==> src/hdl/adex_pkg.sv <==
package adex_pkg;

   // Datapath widths.
   localparam int unsigned MUL_W  = 35;
   localparam int unsigned PROD_W = 2 * MUL_W;
   localparam int unsigned DIVD_W = 48;
   localparam int unsigned DIVS_W = 31;

   // Fixed-point constants, Q16.16 but for the plain integer TAU_W.
   localparam int DT_Q      = 3277;
   localparam int LN2_Q     = 45426;
   localparam int SIXTH_Q   = 10923;
   localparam int TAU_W     = 120;
   localparam int EXP_HI    = 11 * 65536;
   localparam int EXP_LO    = -12 * 65536;
   localparam logic signed [31:0] DERIV_MAX = 32'sd655360000;
   localparam logic signed [31:0] SPIKE_OUT = 32'sd2621440;
   localparam logic signed [31:0] INT32_MAX = 32'sh7fffffff;
   localparam logic signed [31:0] INT32_MIN = 32'sh80000000;

   // Rounded-up reciprocal of ln 2 in Q16.16, scaled by 2^36; exact for |u| below 2^20.
   localparam logic [20:0] LN2_RECIP = 21'd1512779;
   // Rounded-up reciprocal of 15 scaled by 2^34; exact for dividends below 2^30.
   localparam logic [30:0] RECIP15   = 31'd1145324613;

   // Register reset values.
   localparam logic [30:0]        GL_RST    = 31'd655360;
   localparam logic signed [31:0] EL_RST    = -32'sd3801088;
   localparam logic signed [31:0] VT_RST    = -32'sd3276800;
   localparam logic [30:0]        SLOPE_RST = 31'd131072;
   localparam logic signed [31:0] A_RST     = 32'sd131072;
   localparam logic signed [31:0] B_RST     = 32'sd655360;
   localparam logic signed [31:0] VR_RST    = -32'sd3014656;
   localparam logic [24:0]        INVC_RST  = 25'd83886;

   // Register indexes on the configuration port.
   typedef enum logic [2:0] {
      CSR_LEAK_CONDUCTANCE    = 3'd0,
      CSR_REST_POTENTIAL      = 3'd1,
      CSR_THRESHOLD_POTENTIAL = 3'd2,
      CSR_SLOPE_FACTOR        = 3'd3,
      CSR_ADAPT_COUPLING      = 3'd4,
      CSR_ADAPT_INCREMENT     = 3'd5,
      CSR_RESET_POTENTIAL     = 3'd6,
      CSR_INV_CAPACITANCE     = 3'd7
   } csr_index_type;

   // Request to and answer from the shared divider.
   typedef struct packed {
      logic              start;
      logic [DIVD_W-1:0] dividend;
      logic [DIVS_W-1:0] divisor;
   } div_req_type;

   typedef struct packed {
      logic              done;
      logic [DIVD_W-1:0] quot;
   } div_rsp_type;

   // Clamp a wide signed value to the signed 32-bit range.
   function automatic logic signed [31:0] sat32(input logic signed [PROD_W-1:0] x);
      logic all_same;
      all_same = (x[PROD_W-1:31] == '0) || (x[PROD_W-1:31] == '1);
      if (all_same) begin
         return x[31:0];
      end
      return x[PROD_W-1] ? INT32_MIN : INT32_MAX;
   endfunction

   // Clamp a derivative to at most 10000.0.
   function automatic logic signed [31:0] clamp_deriv(input logic signed [PROD_W-1:0] x);
      logic signed [31:0] s;
      s = sat32(x);
      return (s > DERIV_MAX) ? DERIV_MAX : s;
   endfunction

   // Rounded-up reciprocal of n scaled by 2^32; exact for the Taylor divide.
   function automatic logic [32:0] recip(input logic [3:0] n);
      logic [32:0] r;
      case (n)
         4'd1:    r = 33'h1_0000_0000;
         4'd2:    r = 33'h0_8000_0000;
         4'd3:    r = 33'd1431655766;
         4'd4:    r = 33'h0_4000_0000;
         4'd5:    r = 33'd858993460;
         4'd6:    r = 33'd715827883;
         4'd7:    r = 33'd613566757;
         4'd8:    r = 33'h0_2000_0000;
         default: r = '0;
      endcase
      return r;
   endfunction

endpackage

==> src/hdl/adex_div.sv <==
module adex_div (
   input  logic                  clock,
   input  logic                  reset,
   input  adex_pkg::div_req_type req,
   output adex_pkg::div_rsp_type rsp
);
   import adex_pkg::*;

   localparam int unsigned CNT_W = $clog2(DIVD_W);

   logic              busy_ff, busy_in;
   logic              done_ff, done_in;
   logic [CNT_W-1:0]  cnt_ff, cnt_in;
   logic [DIVS_W-1:0] rem_ff, rem_in;
   logic [DIVD_W-1:0] quot_ff, quot_in;
   logic [DIVS_W-1:0] dvs_ff, dvs_in;
   logic [DIVS_W:0]   partial;
   logic              fits;

   // One restoring step per cycle, most significant dividend bit first.
   always_comb begin
      busy_in = busy_ff;
      done_in = 1'b0;
      cnt_in  = cnt_ff;
      rem_in  = rem_ff;
      quot_in = quot_ff;
      dvs_in  = dvs_ff;
      partial = {rem_ff, quot_ff[DIVD_W-1]};
      fits    = partial >= {1'b0, dvs_ff};
      if (req.start) begin
         busy_in = 1'b1;
         cnt_in  = '0;
         rem_in  = '0;
         quot_in = req.dividend;
         dvs_in  = req.divisor;
      end else if (busy_ff) begin
         rem_in  = fits ? DIVS_W'(partial - {1'b0, dvs_ff}) : partial[DIVS_W-1:0];
         quot_in = {quot_ff[DIVD_W-2:0], fits};
         cnt_in  = cnt_ff + 1'b1;
         if (cnt_ff == CNT_W'(DIVD_W - 1)) begin
            busy_in = 1'b0;
            done_in = 1'b1;
         end
      end
   end

   always_ff @(posedge clock) begin
      if (reset) begin
         busy_ff <= 1'b0;
         done_ff <= 1'b0;
         cnt_ff  <= '0;
      end else begin
         busy_ff <= busy_in;
         done_ff <= done_in;
         cnt_ff  <= cnt_in;
      end
   end

   always_ff @(posedge clock) begin
      rem_ff  <= rem_in;
      quot_ff <= quot_in;
      dvs_ff  <= dvs_in;
   end

   assign rsp.done = done_ff;
   assign rsp.quot = quot_ff;

endmodule

==> config.mk <==
export PLATFORM = sky130hd
export DESIGN_NAME = adex_div
export DESIGN_NICKNAME = d
export VERILOG_FILES = /design/src/hdl/adex_pkg.sv /design/src/hdl/adex_div.sv
export SDC_FILE = /design/constraint.sdc
export NUM_CORES = 1
export LEC_CHECK = 0
export BUFFER_PORTS_ARGS = -buffer_cell sky130_fd_sc_hd__buf_2
export CAP_MARGIN = 20
export CORE_ASPECT_RATIO = 1.4
export CORE_MARGIN = 2
export CORE_UTILIZATION = 55
export DETAILED_ROUTE_END_ITERATION = 8
export PLACE_DENSITY_LB_ADDON = 0.15
export SLEW_MARGIN = 0
export SYNTH_ARGS = -nofsm -noshare
export SYNTH_HDL_FRONTEND = slang
export SYNTH_SLANG_ARGS = --single-unit
==> constraint.sdc <==
create_clock -name clock -period 4.8 [get_ports clock]
set_clock_uncertainty 0.15 [all_clocks]
set_input_delay 0.96 -clock clock [delete_from_list [all_inputs] [get_ports clock]]
set_output_delay 0.96 -clock clock [all_outputs]
set_load 0.01 [all_outputs]
Yosys cells after proc, flatten, opt, wreduce, memory -nomap -nowiden:

Index checks and enable logic that the tools add are counted.

* logic and storage cells: 21
* register bits after elaboration: 118
* output and inout port bits: 49

* bitwise gates (word level): 1
* mux-type cells: 7
* eq/ne operators: 1
* reduce and logical (&&, ||, !) cells: 3
* add/subtract/negate cells: 2
* magnitude comparators: 1

Operator list (number)
* 48-bit two-way mux: 2
* 32-bit by 31-bit greater-or-equal comparator with 1-bit output: 1
* 31-bit two-way mux: 1
* 31-bit subtractor: 1
* 6-bit by 1-bit adder with 6-bit output (second input constant): 1
* 6-bit equality test (second input constant): 1
* 1-bit two-way mux: 4
* 3-bit OR reduction: 1
* 2-bit nonzero test: 1
* 2-bit OR reduction: 1
* 1-bit inverter: 1

Logic depth before layout (Yosys ltp):

* word-level depth: 4
* mapped depth: 13

Least setup slack after synthesis:

OpenSTA, ideal clock, no wires.

* path type: register to register
* from: register quot_ff[47]
* to: register rem_ff[7]
* stages on the path, launching flop included: 14
* buffers on the path: 1
* data arrival time: 2.633 ns
* path slack: 1.938 ns
* cells stage by stage: edfxtp_1 > inv_1 > ha_1 > fa_1 > nand2b_1 > a211oi_2 > o21ai_1 > o21ai_2 > a31o_2 > a41oi_4 > buf_2 > nor3_1 > a21oi_1 > a211oi_2

* word-level cells in the longest chain between the ends: 2
* elaborated cells between the ends (all ways): 3
* classes of those cells: add/sub: 1; order compare: 1; mux: 1

RTL lines
* start, declared: line adex_div.sv:15 `logic [DIVD_W-1:0] quot_ff, quot_in;`
* start signal, assigned: line adex_div.sv:61 `quot_ff <= quot_in;`
* 31-bit subtractor / 32-bit by 31-bit greater-or-equal comparator with 1-bit output (equally long branches): line adex_div.sv:37, adex_div.sv:29
* 31-bit two-way mux *: line adex_div.sv:37 `rem_in = fits ? DIVS_W'(partial - {1'b0, dvs_ff}) : partial[DIVS_W-1:0];`
* end signal, assigned: line adex_div.sv:60 `rem_ff <= rem_in;`
* end, declared: line adex_div.sv:14 `logic [DIVS_W-1:0] rem_ff, rem_in;`

Mark *: on every way between the ends. The rest lies on a longest branch, timed or not.
A chain may end at the register's enable or synchronous reset.

Worst setup path after layout:

* from: register quot_ff[47]
* to: register rem_ff[26]

The elaborated chain is that of the path after synthesis.

==> results.yml <==
outcome:
  status: "finished clean"
floorplanning:
  dieHeight_um: 131.8
  fp.dieArea_mm2: 0.01257
  core_area_mm2: 0.01134
  fp.dieW_um: 95.32
  io_pins: 131
  num_rows: 46
  start_util_pct: 56.63
logic_synthesis:
  synth-seq-cells: 118
  synth_ff_type: "edfxtp_1"
  synth-simple-area-share_pct: 10.04
  yosys.area.top_type_share_pct: 36.94
  yosys.cell_types.count: 52
  synth.area.mux_share_pct: 10.27
  synth.avg_cell_area_um2: 10.65
  synthAdderAreaFrac_pct: 6.547
  synth_compound_area_share_pct: 15.86
  synth_area_leaders: "edfxtp_1 (37%), dfxtp_1 (12%), mux2_2 (8.2%), ha_1 (6.2%), a21oi_1 (4.3%)"
  syn_area_mm2: 0.006421
  synth-edff-count: 79
  synth.largest_area_cell: "edfxtp_1"
  synth-seq-area-share_pct: 49.10
  synth_top_family_by_area: "compound AO/OA/AOI/OAI gates"
  syn_inst: 603
  ys_async_sr_fraction_pct: 0
  synth_fp_nets: 718
  ys_warn_count: 0
  synth_xor_xnor_area_share_pct: 3.819
sta:
  finalHoldViolCount: 0
  slew_viol_final: 0
  relSlewSlack_pct: 34.43
  worst_pin_slew_ps: 980.3
  setup_ws_ps: 1159
  period_minus_slack_ps: 3641
  tns_ps: 0
  fmax_ghz: 0.2746
  finalSetupViolCount: 0
  rsz0062_at_grt: "no"
  finalCritPeriodShare_pct: 75.86
drt:
  routedWlPerCell_um: 15.41
  antenna_left: 0
  vias_per_cell: 5.621
  wl_um: 13650
  initialDrtViolationCount: 222
  dr_total_vias: 4980
  drc: 0
  first_pass_iters: 4
global_route:
  grt_antenna_before_repair: 1
  grt_pass1_wl_um: 22940
  grt_overflow: 0
  grt_max_degree: 78
  grt_usage_pct: 22.90
  grt_pass1_vias: 5228
cells_and_area:
  mostFrequentLayoutCells: "buf_2 (129), edfxtp_1 (79), nor2_1 (59)"
  n_antenna_cell: 0
  drive_above_1_share_pct: 30.59
  nets: 844
  fill_cells: 837
  layout_commonest_cell: "buf_2"
  final_cell_count_no_fill: 886
  syn2layout_area_growth_pct: 20.97
placement:
  dpl.hpwl_um: 9481
  place_ws_ps: 1154
  io_buffers: 130
  gp_congestion: 0.9107
  place_inst: 853
pwr:
  pwr_density_cell_mw_per_mm2: 398.6
  p_comb_share_pct: 19.3
  p_switching_uw: 838.0
  seqPwrFrac_pct: 39.8
  p_clk_share_pct: 40.9
  internal_power_mw: 2.258
  leakage_nw: 3.411
  ir_drop_v: 0.0002571
  p_sw_share_pct: 27.06
clock_tree:
  cts_buffers: 17
  cts_resized: 0
  cts_sinks: 118
  tritoncts: "yes"
  cts-root-buf: "clkbuf_16"
  h-tree-depth: 4
  clk_latency_ps: 420
  clk_pin_slew_ps: 60
  cts_hold_buf: 0
  clockBufferDepth: 2
  cts_setup_buffers: 0
worst_setup_path:
  cp-end-kind: "flip-flop"
  critPathMaxStageDelay_ps: 440
  start_kind: "flip-flop"
  crit_slowest_cell: "a41oi_4"
  crit_chain: "inv_1 -> ha_1 -> fa_1 -> nand2b_1 -> a211oi_2 -> o21ai_1 -> o21ai_2 -> a31o_2 -> a41oi_4 -> buf_4 -> or3_1 -> o22ai_1"
  cp_max_fo: 34
  cpLargestDelayFamily: "compound AO/OA/AOI/OAI gates"
  cp.required_ps: 4970
  r2r_cells: 12
  cp.buffers_inverters: 2
  arrival_ps: 3810
  cp.depth: 12
  critPathKind: "reg2reg"
run:
  maxCapViolations: 0
min_path:
  hold_depth: 2
  hold_path.class: "reg2reg"
-- power by group through the flow --
stage	sequential, mW	clock (mW)	combinational [mW]
floorplan	1.27	0	0.410
global placement	1.25	0	0.579
detailed placement	1.25	0	0.589
CTS	1.24	1.29	0.594
global route	1.25	1.33	0.664
finish	1.23	1.27	0.597
-- cell type report --
| type | count | area (um2) | share of cell area, % |
|---|---|---|---|
| inverter | 41 | 153.9 | 1.981 |
| multi-input combinational | 416 | 2988 | 38.47 |
| clock buffer | 18 | 429.2 | 5.525 |
| clock inverter | 14 | 158.9 | 2.046 |
| timing repair buffer | 135 | 703.2 | 9.053 |
| sequential | 118 | 3154 | 40.61 |
| tap | 144 | 180.2 | 2.320 |
-- metrics by stage --
stage | util (%) | instance area, um2 | total power [mW] | hold WS [ps]
after floorplan | - | 6421 | 1.678 | 308.3
after CTS | 68.33 | 7747 | 3.117 | 342.2
final | 68.51 | 7767 | 3.096 | 343.3
after global routing | 68.51 | 7767 | 3.234 | 359.5
after global placement | 63.14 | 7159 | 1.831 | 316.3
after detailed placement | 63.14 | 7159 | 1.842 | 335.4
-- routing by layer --
metal	GRT usage, %	routed length (um)
met4	8.615	263
met1	26.41	5413
met2	39.12	7108
met5	0	13
met3	7.147	851
-- sequential cells by signal, indices dropped and copies added (netlist names) --
register  cells
dvs_ff       31
busy_ff       1
done_ff       1
quot_ff      48
cnt_ff        6
rem_ff       31
-- Yosys cell counts (5+ instances only) --
cell / n
a21o_1: 13
clkbuf_1: 18
edfxtp_1: 79
o21ai_1: 7
nand4_1: 6
nand2b_1: 5
nor3_1: 5
xnor2_1: 12
dfxtp_1: 39
ha_1: 32
nor2_1: 59
nand3_1: 7
o21ai_0: 12
xor2_1: 16
nand2_1: 36
mux2_2: 47
and3_1: 10
mux2i_1: 13
inv_1: 41
a211oi_1: 24
buf_2: 8
a21oi_1: 55
o21a_1: 5
-- kinds of logic (layout without fill, tap and decap cells) --
group                      after synthesis  after routing
and+or+nand+nor                        141            141
xor gates and xnor gates                28             28
buffers and inverters                   69            208
muxes                                   60             60
DFF                                    118            118
AOI/OAI and AO/OA                      154            154
adders and majority gates               33             33
-- worst reg2reg max path, delay by kind of cell, from the launching register on --
family,cells,cell delay [ps]
AND/OR/NAND/NOR,2,550
AO/OA/AOI/OAI,6,1390
flip-flops,1,340
adder cells (fa/ha/maj),2,630
buffers and inverters,2,480
-- path summary, 6_finish.rpt --
| kind | to | from | slack (ps) |
|---|---|---|---|
| max | rem_ff[26] | quot_ff[47] | 1160 |
| min reg2reg | cnt_ff[5] | cnt_ff[5] | 340 |
| min | cnt_ff[5] | cnt_ff[5] | 340 |
| max reg2reg | rem_ff[26] | quot_ff[47] | 1160 |
(Power assumes the default switching activity.)
